==> config.mk <==
export PLATFORM = sky130hd
export DESIGN_NAME = cubic_calibration_with_floor_baseline_core
export DESIGN_NICKNAME = d
export VERILOG_FILES = /design/src/cubcal_pkg.sv /design/src/cubcal_sermul.sv /design/src/cubcal_seq.sv /design/src/cubic_calibration_with_floor_baseline_core.sv
export SDC_FILE = /design/constraint.sdc
export NUM_CORES = 2
export LEC_CHECK = 0
export ABC_CLOCK_PERIOD_IN_PS = 8500
export BUFFER_PORTS_ARGS = -buffer_cell sky130_fd_sc_hd__buf_2
export CAP_MARGIN = 20
export CORE_ASPECT_RATIO = 1.1
export CORE_MARGIN = 2
export CORE_UTILIZATION = 65
export CTS_BUF_LIST = sky130_fd_sc_hd__clkbuf_4 sky130_fd_sc_hd__clkbuf_8
export CTS_CLUSTER_SIZE = 24
export DETAILED_ROUTE_END_ITERATION = 8
export PLACE_DENSITY = 0.8
export SLEW_MARGIN = 25
export SYNTH_ARGS = -nofsm -noshare
export SYNTH_HDL_FRONTEND = slang
export SYNTH_SLANG_ARGS = --single-unit
==> constraint.sdc <==
create_clock -name clk -period 8.5 [get_ports clk]
set_input_delay 2.55 -clock clk [delete_from_list [all_inputs] [get_ports clk]]
set_output_delay 2.55 -clock clk [all_outputs]
set_load 0.1 [all_outputs]
==> src/cubcal_pkg.sv <==
// Shared types and constants for the cubic calibration core.
// Holds widths, register indexes, sequencer states and the structs between modules.
// No dependencies.
package cubcal_pkg;

  localparam int RAW_W     = 16;
  localparam int VOLT_W    = 16;
  localparam int DATA_W    = 32;
  localparam int CFG_IDX_W = 3;

  // Serial multiplier: 48-bit signed multiplicand, 32-bit signed multiplier.
  localparam int MCAND_W = 48;
  localparam int MPLR_W  = 32;
  localparam int STEP_W  = $clog2(MPLR_W);
  localparam int PROD_W  = MCAND_W + 1 + MPLR_W;

  // v^2 needs 32 bits, v^3 needs 46 bits.
  localparam int V2_W = 32;
  localparam int V3_W = 48;

  // Exact sum of the three terms, offset and baseline stays below 2^42.
  localparam int SUM_W = 44;

  // Binary point positions of the three products.
  localparam int T3_SHIFT = 36;
  localparam int T2_SHIFT = 24;
  localparam int T1_SHIFT = 12;

  typedef enum logic [CFG_IDX_W-1:0] {
    REG_CUBIC  = 3'd0,
    REG_SQUARE = 3'd1,
    REG_LINEAR = 3'd2,
    REG_OFFSET = 3'd3,
    REG_FLOOR  = 3'd4,
    REG_SCALED = 3'd5,
    REG_RAW    = 3'd6
  } reg_idx_t;

  typedef enum logic [2:0] {
    ST_IDLE,
    ST_SQ,
    ST_CU,
    ST_T3,
    ST_T2,
    ST_T1,
    ST_SAT,
    ST_FLR
  } seq_state_t;

  // Whether the idle sequencer is free or holds a finished result.
  typedef enum logic {
    PH_WORK,
    PH_DONE
  } phase_t;

  typedef struct packed {
    logic signed [DATA_W-1:0] cubic_coeff;
    logic signed [DATA_W-1:0] square_coeff;
    logic signed [DATA_W-1:0] linear_coeff;
    logic signed [DATA_W-1:0] offset_term;
    logic signed [DATA_W-1:0] floor_value;
    logic                     scaled_enable;
    logic                     raw_enable;
  } cfg_t;

  typedef struct packed {
    logic                      start;
    logic signed [MCAND_W-1:0] mcand;
    logic [MPLR_W-1:0]         mplr;
  } mul_req_t;

  typedef struct packed {
    logic              done;
    logic [PROD_W-1:0] prod;
  } mul_rsp_t;

  typedef struct packed {
    logic signed [DATA_W-1:0] scaled_value;
    logic                     scaled_valid;
    logic [RAW_W-1:0]         raw_value;
    logic                     raw_valid;
    logic                     floor_hit;
  } res_t;

endpackage

==> src/cubcal_sermul.sv <==
// Bit-serial signed multiplier, one multiplier bit per cycle, LSB first.
// Depends on cubcal_pkg for widths and the request/response structs.
module cubcal_sermul (
  input  logic                 clk,
  input  logic                 rst_n,
  input  cubcal_pkg::mul_req_t req_i,
  output cubcal_pkg::mul_rsp_t rsp_o
);
  import cubcal_pkg::*;

  logic signed [MCAND_W-1:0] mcand_r;
  logic [MPLR_W-1:0]         mplr_r;
  logic signed [MCAND_W:0]   acc_r;
  logic [MPLR_W-1:0]         lo_r;
  logic [STEP_W-1:0]         cnt_r;
  logic                      busy_r;
  logic                      done_r;

  logic signed [MCAND_W:0]   mcand_ext;
  logic signed [MCAND_W:0]   sum;
  logic                      last;

  always_comb begin
    mcand_ext = {mcand_r[MCAND_W-1], mcand_r};
    last      = (cnt_r == STEP_W'(MPLR_W - 1));
    // the top multiplier bit carries negative weight
    if (!mplr_r[0]) begin
      sum = acc_r;
    end else if (last) begin
      sum = acc_r - mcand_ext;
    end else begin
      sum = acc_r + mcand_ext;
    end
  end

  always_ff @(posedge clk) begin
    if (!rst_n) begin
      busy_r <= 1'b0;
      done_r <= 1'b0;
      cnt_r  <= '0;
    end else begin
      done_r <= 1'b0;
      if (req_i.start) begin
        busy_r <= 1'b1;
        cnt_r  <= '0;
      end else if (busy_r) begin
        cnt_r <= cnt_r + 1'b1;
        if (last) begin
          busy_r <= 1'b0;
          done_r <= 1'b1;
        end
      end
    end
  end

  always_ff @(posedge clk) begin
    if (req_i.start) begin
      mcand_r <= req_i.mcand;
      mplr_r  <= req_i.mplr;
      acc_r   <= '0;
    end else if (busy_r) begin
      acc_r  <= sum >>> 1;
      lo_r   <= {sum[0], lo_r[MPLR_W-1:1]};
      mplr_r <= mplr_r >> 1;
    end
  end

  assign rsp_o.done = done_r;
  assign rsp_o.prod = {acc_r, lo_r};

endmodule

==> src/cubcal_seq.sv <==
// Sequencer for one sample: powers of v, three products, exact sum, saturation,
// floor check and baseline update. Drives the shared serial multiplier.
// Depends on cubcal_pkg.
module cubcal_seq (
  input  logic                           clk,
  input  logic                           rst_n,
  input  logic                           start_i,
  input  logic [cubcal_pkg::RAW_W-1:0]   raw_i,
  input  logic signed [cubcal_pkg::VOLT_W-1:0] volts_i,
  input  cubcal_pkg::cfg_t               cfg_i,
  input  logic                           take_i,
  output logic                           idle_o,
  output logic                           done_o,
  output cubcal_pkg::res_t               res_o,
  output cubcal_pkg::mul_req_t           mul_req_o,
  input  cubcal_pkg::mul_rsp_t           mul_rsp_i
);
  import cubcal_pkg::*;

  seq_state_t state_r, state_nxt;
  phase_t     phase_r, phase_nxt;

  logic signed [VOLT_W-1:0] v_r, v_nxt;
  logic signed [V2_W-1:0]   v2_r, v2_nxt;
  logic signed [SUM_W-1:0]  sum_r, sum_nxt;
  logic signed [DATA_W-1:0] base_r, base_nxt;
  logic signed [DATA_W-1:0] res_r, res_nxt;
  logic                     hit_r, hit_nxt;
  logic                     sen_r, sen_nxt;
  logic                     ren_r, ren_nxt;
  logic [RAW_W-1:0]         raw_r, raw_nxt;

  logic signed [DATA_W+1:0] base_sum;
  logic                     sum_fits;
  logic                     base_fits;

  always_comb begin
    state_nxt = state_r;
    phase_nxt = phase_r;
    v_nxt     = v_r;
    v2_nxt    = v2_r;
    sum_nxt   = sum_r;
    base_nxt  = base_r;
    res_nxt   = res_r;
    hit_nxt   = hit_r;
    sen_nxt   = sen_r;
    ren_nxt   = ren_r;
    raw_nxt   = raw_r;

    mul_req_o.start = 1'b0;
    mul_req_o.mcand = {{(MCAND_W-VOLT_W){v_r[VOLT_W-1]}}, v_r};
    mul_req_o.mplr  = {{(MPLR_W-VOLT_W){v_r[VOLT_W-1]}}, v_r};

    sum_fits  = (sum_r[SUM_W-1:DATA_W-1] == {(SUM_W-DATA_W+1){sum_r[DATA_W-1]}});
    base_sum  = {{2{base_r[DATA_W-1]}}, base_r}
              + {{2{cfg_i.floor_value[DATA_W-1]}}, cfg_i.floor_value}
              - {{2{res_r[DATA_W-1]}}, res_r};
    base_fits = (base_sum[DATA_W+1:DATA_W-1] == {3{base_sum[DATA_W-1]}});

    unique case (state_r)
      ST_IDLE: begin
        if (phase_r == PH_DONE) begin
          // hold the result until the output register takes it
          if (take_i) begin
            phase_nxt = PH_WORK;
          end
        end else if (start_i) begin
          v_nxt   = volts_i;
          sen_nxt = cfg_i.scaled_enable;
          ren_nxt = cfg_i.raw_enable;
          raw_nxt = cfg_i.raw_enable ? raw_i : '0;
          hit_nxt = 1'b0;
          res_nxt = '0;
          sum_nxt = SUM_W'(cfg_i.offset_term) + SUM_W'(base_r);
          if (cfg_i.scaled_enable) begin
            mul_req_o.start = 1'b1;
            mul_req_o.mcand = {{(MCAND_W-VOLT_W){volts_i[VOLT_W-1]}}, volts_i};
            mul_req_o.mplr  = {{(MPLR_W-VOLT_W){volts_i[VOLT_W-1]}}, volts_i};
            state_nxt = ST_SQ;
          end else begin
            phase_nxt = PH_DONE;
          end
        end
      end
      ST_SQ: begin
        if (mul_rsp_i.done) begin
          v2_nxt          = mul_rsp_i.prod[V2_W-1:0];
          mul_req_o.start = 1'b1;
          mul_req_o.mcand = {{(MCAND_W-V2_W){mul_rsp_i.prod[V2_W-1]}},
                             mul_rsp_i.prod[V2_W-1:0]};
          state_nxt       = ST_CU;
        end
      end
      ST_CU: begin
        if (mul_rsp_i.done) begin
          mul_req_o.start = 1'b1;
          mul_req_o.mcand = mul_rsp_i.prod[V3_W-1:0];
          mul_req_o.mplr  = cfg_i.cubic_coeff;
          state_nxt       = ST_T3;
        end
      end
      ST_T3: begin
        if (mul_rsp_i.done) begin
          sum_nxt = sum_r + $signed(mul_rsp_i.prod[T3_SHIFT+SUM_W-1:T3_SHIFT]);
          mul_req_o.start = 1'b1;
          mul_req_o.mcand = {{(MCAND_W-V2_W){v2_r[V2_W-1]}}, v2_r};
          mul_req_o.mplr  = cfg_i.square_coeff;
          state_nxt       = ST_T2;
        end
      end
      ST_T2: begin
        if (mul_rsp_i.done) begin
          sum_nxt = sum_r + $signed(mul_rsp_i.prod[T2_SHIFT+SUM_W-1:T2_SHIFT]);
          mul_req_o.start = 1'b1;
          mul_req_o.mplr  = cfg_i.linear_coeff;
          state_nxt       = ST_T1;
        end
      end
      ST_T1: begin
        if (mul_rsp_i.done) begin
          sum_nxt   = sum_r + $signed(mul_rsp_i.prod[T1_SHIFT+SUM_W-1:T1_SHIFT]);
          state_nxt = ST_SAT;
        end
      end
      ST_SAT: begin
        if (sum_fits) begin
          res_nxt = sum_r[DATA_W-1:0];
        end else if (sum_r[SUM_W-1]) begin
          res_nxt = {1'b1, {(DATA_W-1){1'b0}}};
        end else begin
          res_nxt = {1'b0, {(DATA_W-1){1'b1}}};
        end
        state_nxt = ST_FLR;
      end
      ST_FLR: begin
        // raise the baseline by the shortfall and emit the floor itself
        if (res_r < cfg_i.floor_value) begin
          if (base_fits) begin
            base_nxt = base_sum[DATA_W-1:0];
          end else if (base_sum[DATA_W+1]) begin
            base_nxt = {1'b1, {(DATA_W-1){1'b0}}};
          end else begin
            base_nxt = {1'b0, {(DATA_W-1){1'b1}}};
          end
          res_nxt = cfg_i.floor_value;
          hit_nxt = 1'b1;
        end
        state_nxt = ST_IDLE;
        phase_nxt = PH_DONE;
      end
      default: begin
        state_nxt = ST_IDLE;
      end
    endcase
  end

  always_ff @(posedge clk) begin
    if (!rst_n) begin
      state_r <= ST_IDLE;
      phase_r <= PH_WORK;
      base_r  <= '0;
    end else begin
      state_r <= state_nxt;
      phase_r <= phase_nxt;
      base_r  <= base_nxt;
    end
  end

  always_ff @(posedge clk) begin
    v_r   <= v_nxt;
    v2_r  <= v2_nxt;
    sum_r <= sum_nxt;
    res_r <= res_nxt;
    hit_r <= hit_nxt;
    sen_r <= sen_nxt;
    ren_r <= ren_nxt;
    raw_r <= raw_nxt;
  end

  assign idle_o = (state_r == ST_IDLE) && (phase_r == PH_WORK);
  assign done_o = (state_r == ST_IDLE) && (phase_r == PH_DONE);

  assign res_o.scaled_value = res_r;
  assign res_o.scaled_valid = sen_r;
  assign res_o.raw_value    = raw_r;
  assign res_o.raw_valid    = ren_r;
  assign res_o.floor_hit    = hit_r;

endmodule

==> src/cubic_calibration_with_floor_baseline_core.sv <==
// Cubic sensor calibration with a self-raising floor baseline, top level.
// Scaled path: five passes through the shared bit-serial multiplier (v^2, v^3 and
// three terms), one multiplier bit per cycle; skipped when scaled_enable is clear.
// The input stalls until the previous result has entered the output register.
// Reset (rst_n low, synchronous): registers take their reset values, baseline clears,
// the output register empties. Depends on cubcal_pkg, cubcal_sermul, cubcal_seq.
module cubic_calibration_with_floor_baseline_core (
  input  logic                                 clk,
  input  logic                                 rst_n,
  // input channel
  input  logic                                 in_valid,
  output logic                                 in_stall,
  input  logic [cubcal_pkg::RAW_W-1:0]         in_raw_sample,
  input  logic signed [cubcal_pkg::VOLT_W-1:0] in_volts_in,
  // result channel
  output logic                                 out_valid,
  input  logic                                 out_stall,
  output logic signed [cubcal_pkg::DATA_W-1:0] out_scaled_value,
  output logic                                 out_scaled_valid,
  output logic [cubcal_pkg::RAW_W-1:0]         out_raw_value,
  output logic                                 out_raw_valid,
  output logic                                 out_floor_hit,
  // configuration write channel
  input  logic                                 cfg_valid,
  output logic                                 cfg_ready,
  input  logic [cubcal_pkg::CFG_IDX_W-1:0]     cfg_index,
  input  logic [cubcal_pkg::DATA_W-1:0]        cfg_data
);
  import cubcal_pkg::*;

  cfg_t     cfg_r;
  mul_req_t mul_req;
  mul_rsp_t mul_rsp;
  res_t     seq_res;
  res_t     out_res_r;
  logic     out_valid_r;

  logic     seq_idle;
  logic     seq_done;
  logic     in_fire;
  logic     take;

  // Configuration registers. The port never stalls; indexes past the last register
  // are dropped. Writes must come only while the core is idle, which is not enforced.
  assign cfg_ready = 1'b1;

  always_ff @(posedge clk) begin
    if (!rst_n) begin
      cfg_r.cubic_coeff   <= '0;
      cfg_r.square_coeff  <= '0;
      cfg_r.linear_coeff  <= 32'sd65536;
      cfg_r.offset_term   <= '0;
      cfg_r.floor_value   <= {1'b1, {(DATA_W-1){1'b0}}};
      cfg_r.scaled_enable <= 1'b1;
      cfg_r.raw_enable    <= 1'b0;
    end else if (cfg_valid && cfg_ready) begin
      unique case (cfg_index)
        REG_CUBIC:  cfg_r.cubic_coeff   <= cfg_data;
        REG_SQUARE: cfg_r.square_coeff  <= cfg_data;
        REG_LINEAR: cfg_r.linear_coeff  <= cfg_data;
        REG_OFFSET: cfg_r.offset_term   <= cfg_data;
        REG_FLOOR:  cfg_r.floor_value   <= cfg_data;
        REG_SCALED: cfg_r.scaled_enable <= cfg_data[0];
        REG_RAW:    cfg_r.raw_enable    <= cfg_data[0];
        default: begin
        end
      endcase
    end
  end

  // One sample in flight: stall the input until the sequencer is back to idle.
  assign in_stall = !seq_idle;
  assign in_fire  = in_valid && !in_stall;

  // Move a finished result into the output register when it is empty or
  // being drained this cycle.
  assign take = seq_done && (!out_valid_r || !out_stall);

  cubcal_sermul u_mul (
    .clk   (clk),
    .rst_n (rst_n),
    .req_i (mul_req),
    .rsp_o (mul_rsp)
  );

  cubcal_seq u_seq (
    .clk       (clk),
    .rst_n     (rst_n),
    .start_i   (in_fire),
    .raw_i     (in_raw_sample),
    .volts_i   (in_volts_in),
    .cfg_i     (cfg_r),
    .take_i    (take),
    .idle_o    (seq_idle),
    .done_o    (seq_done),
    .res_o     (seq_res),
    .mul_req_o (mul_req),
    .mul_rsp_i (mul_rsp)
  );

  // Output register: hold while stalled, load a new beat, drop valid once taken.
  always_ff @(posedge clk) begin
    if (!rst_n) begin
      out_valid_r <= 1'b0;
    end else if (take) begin
      out_valid_r <= 1'b1;
    end else if (!out_stall) begin
      out_valid_r <= 1'b0;
    end
  end

  always_ff @(posedge clk) begin
    if (take) begin
      out_res_r <= seq_res;
    end
  end

  assign out_valid        = out_valid_r;
  assign out_scaled_value = out_res_r.scaled_value;
  assign out_scaled_valid = out_res_r.scaled_valid;
  assign out_raw_value    = out_res_r.raw_value;
  assign out_raw_valid    = out_res_r.raw_valid;
  assign out_floor_hit    = out_res_r.floor_hit;

endmodule

==> summary.txt <==
CTS
  – CTS tree: done
  – Clock Path Buffers: 3
  – Clock Sinks: 560
  – CTS Hold Buffers Added: 0
  – Total CTS buffers: 95
  – Post_cts resized: 0
  – Root buffer cell: clkbuf_8
  – H-tree depth: 3
  – Clk_lat worst skew: 0.73 ns
  – Clock-pin slew on the worst setup and hold paths: 0.07 ns
  – Post-CTS Setup Inserts: 0

Power and ir drop
  – Lkg Pwr: 15.1 nW
  – Combinational fraction of design power: 21.9%
  – Power per Cell Area: 199 nW/um^2
  – Switching Fraction: 31.8%
  – Worst VDD drop: 0.152 mV
  – Clk pwr share: 34.9%
  – Seq pwr share: 43.3%
  – Tot Pwr: 7.57 mW
  – Psw: 2.41 mW
  – Pint: 5.16 mW

Die
  – Die height: 247 um
  – Row count: 89
  – Die ar.: 55500 sq um
  – Core area: 53300 sq um
  – # IOs: 126
  – Width of the die: 225 um
  – Initial Util: 65.4%

Synth
  – Syn Inst Count: 3907
  – Post-synth ARST share: 0%
  – Synthesized cell area: 34900 sq um
  – Ys flop type: edfxtp_1
  – Post-synth EDFFs: 306
  – Synthesized Nets: 4206
  – Post-synthesis cell type count: 87
  – Synthesized area per cell: 8.93 sq um
  – Yosys warns: 0
  – Synth Register Bits: 560
  – Sequential share of the synthesized area: 40.9%

Placed design
  – Dpl cells: 4547
  – Pre-CTS setup slack: 2.41 ns
  – PortBufs: 124
  – Placed Instance Area: 35900 sq um
  – GPL Wtd Cong: 0.975
  – HPWL after DPL: 69800 um

Setup path
  – Worst Reg-to-Reg Cells: 23
  – Crit-path max FO: 20
  – Crit path capture: u_seq.base_r[1]
  – CP required: 9.13 ns
  – Crit path from: cfg_r[3]
  – R2r setup slk: 2.33 ns
  – CP startpoint kind: flip-flop
  – Critical R2R Launch: cfg_r[3]
  – Crit path kind: flip-flop to flip-flop
  – Worst r2r dst: u_seq.base_r[1]
  – Endpoint type of the worst setup path: flip-flop
  – CP arrival: 6.80 ns

Timing
  – Crit path time final: 6.17 ns
  – Relative slew slack: 30.3%
  – Skew final: 0.0349 ns
  – Final setup viols: 0
  – Final worst-path cycle share: 72.6%
  – Least-Margin Pin Slew: 1.05 ns
  – FMAX: 162 MHz
  – RSZ-0062 raised after global routing: false
  – Setup TNS Final: 0 ns
  – Final Hold Fails: 0
  – Final WS setup: 2.33 ns
  – Slew Viols, Final: 0

GRT
  – Initial antenna violation count: 1
  – Gr usage total: 35.0%
  – Overflow after GRT: 0
  – Vias in the first global route: 28.2k
  – Largest net degree at the start of global routing: 112
  – First-pass GRT wire length: 153000 um

Cells and area
  – Share of cells above drive strength 1: 9.57%
  – Area Growth Syn to Fin: 9.04%
  – Fillers: 4184
  – Final net count: 4262
  – Final Cell Area: 38000 sq um
  – Final Non-Filler Cells: 4727

Job
  – # Max-Cap Violations: 0

Routing
  – DRC: 0
  – Routed wire length per instance: 20.8 um
  – Post-route ant nets: 0
  – DR iter-0 viols: 3326
  – Vias: 30.1k
  – Routed WL: 98500 um
  – First-pass detailed-route iteration total: 6
  – Vias per cell: 6.37

Status
  – Outcome: completed

Min path
  – Hold Crit Class: flip-flop to flip-flop
[worst min-delay path by stage]
stage / from / endpoint / slack [ns] / depth (start not counted)
3_3_place_gp: u_seq.raw_r[8] / out_raw_value[8] / 0.40 / 0
6_report: u_seq.raw_r[3] / out_raw_value[3] / 0.41 / 0
4_1_cts: u_seq.raw_r[3] / out_raw_value[3] / 0.42 / 0
2_1_floorplan: u_seq.hit_r / out_floor_hit / 0.40 / 0
3_5_place_dp: u_seq.ren_r / out_raw_valid / 0.40 / 0
5_1_grt: u_seq.raw_r[5] / out_raw_value[5] / 0.43 / 0
[worst max-delay path: stages (launching register included)]
cell and delay [ns]:
dfxtp_1 0.33, ha_1 0.29, a21o_1 0.15, a21oi_1 0.28
o21a_1 0.17, o21bai_1 0.15, a211oi_1 0.43, o31ai_1 0.22
o311ai_1 0.59, nand3_1 0.24, a21boi_0 0.28, xnor2_1 0.16
ha_1 0.30, inv_1 0.20, o221ai_1 0.15, a21boi_0 0.21
o21bai_1 0.11, nor3_1 0.15, a21oi_1 0.11, xnor2_1 0.18
nor3_2 0.68, buf_4 0.38, o21ai_0 0.11, a21oi_1 0.18
[logic make-up after synthesis]
kind of cell	Yosys count	share of synthesized area, %
muxes	109	3.15
adders and majority gates	227	8.25
and+or+nand+nor	1139	14.6
buffers and inverters	362	4.01
other	1	0.0108
AOI/OAI and AO/OA	1323	24.3
xor gates and xnor gates	186	4.67
DFF	560	40.9
[layout make-up]
type	count	area (sq um)	area share [%]
repair buffers	165	928	2.44
clock inverters	46	390	1.03
flip-flops and latches	560	14300	37.6
diodes	2	5.00	0.0132
multi-input cells	2985	19300	50.8
inverters	156	586	1.54
well taps	682	853	2.24
clock buffers	131	1680	4.43
[synthesized netlist by cell type, drive strengths merged, types with 15 or more instances]
cell / instances / area (sq um)
a222oi: 15 / 150
ha: 222 / 2780
nor4: 19 / 131
a211oi: 47 / 363
o31ai: 18 / 135
buf: 31 / 158
xor2: 58 / 508
nand2: 573 / 2150
o22ai: 38 / 238
edfxtp: 306 / 9190
a21oi: 303 / 1520
nor3: 47 / 240
inv: 156 / 586
a22oi: 19 / 143
a221oi: 23 / 201
o21ai: 343 / 1720
a21o: 110 / 826
dfxtp: 254 / 5080
o21bai: 28 / 210
a22o: 35 / 307
o21a: 33 / 248
nor2: 220 / 826
a31oi: 31 / 200
o211ai: 25 / 188
and2: 37 / 231
nand2b: 48 / 300
nor2b: 39 / 244
clkbuf: 175 / 657
mux2i: 102 / 1020
nand4: 20 / 125
a21boi: 174 / 1310
xnor2: 128 / 1120
and3: 25 / 156
nand3: 57 / 285
[sequential cells by signal, summed over array words and instances (netlist names), 32 cells and up]
signal	count
cfg_r	162
u_seq.v2_r	32
u_seq.sum_r	44
out_scaled_value	32
u_mul.mplr_r	32
u_mul.mcand_r	48
u_mul.lo_r	32
u_mul.acc_r	48
u_seq.res_r	32
u_seq.base_r	32
[layout by cell type (no fill, tap or decap), drive strengths merged, types with 48 or more instances in the layout]
| master | synthesis | layout |
|---|---|---|
| nand3 | 57 | 57 |
| a21boi | 174 | 174 |
| xnor2 | 128 | 128 |
| nand2 | 573 | 573 |
| dfxtp | 254 | 254 |
| inv | 156 | 159 |
| xor2 | 58 | 58 |
| nand2b | 48 | 48 |
| o21ai | 343 | 343 |
| a21o | 110 | 110 |
| buf | 31 | 165 |
| a21oi | 303 | 303 |
| nor2 | 220 | 220 |
| edfxtp | 306 | 306 |
| mux2i | 102 | 102 |
| ha | 222 | 222 |
| clkbuf | 175 | 131 |
[per-stage QoR]
step	hold slack, ns	util [%]
floorplan	0.400	-
global placement	0.402	67.4
detailed placement	0.405	67.4
CTS	0.416	71.3
global route	0.431	71.3
finish	0.413	71.3
[per-layer routing]
| metal | share of wire (%) | global-route usage (%) | wire [um] |
|---|---|---|---|
| met1 | 41 | 45.3 | 40200 |
| met2 | 46 | 56.0 | 45100 |
| met3 | 8.4 | 6.70 | 8300 |
| met4 | 4.9 | 18.1 | 4820 |
| met5 | 0 | 0 | 0 |
[power groups by stage]
stage          clock [mW]  sequential, mW  combinational, mW
4_1_cts              2.66            3.27               1.63
5_1_grt              2.77            3.29               1.83
2_1_floorplan           0            3.22               1.25
6_report             2.64            3.28               1.65
3_5_place_dp            0            3.32               1.61
3_3_place_gp            0            3.32               1.59
Power figures use the tool's default switching activity.
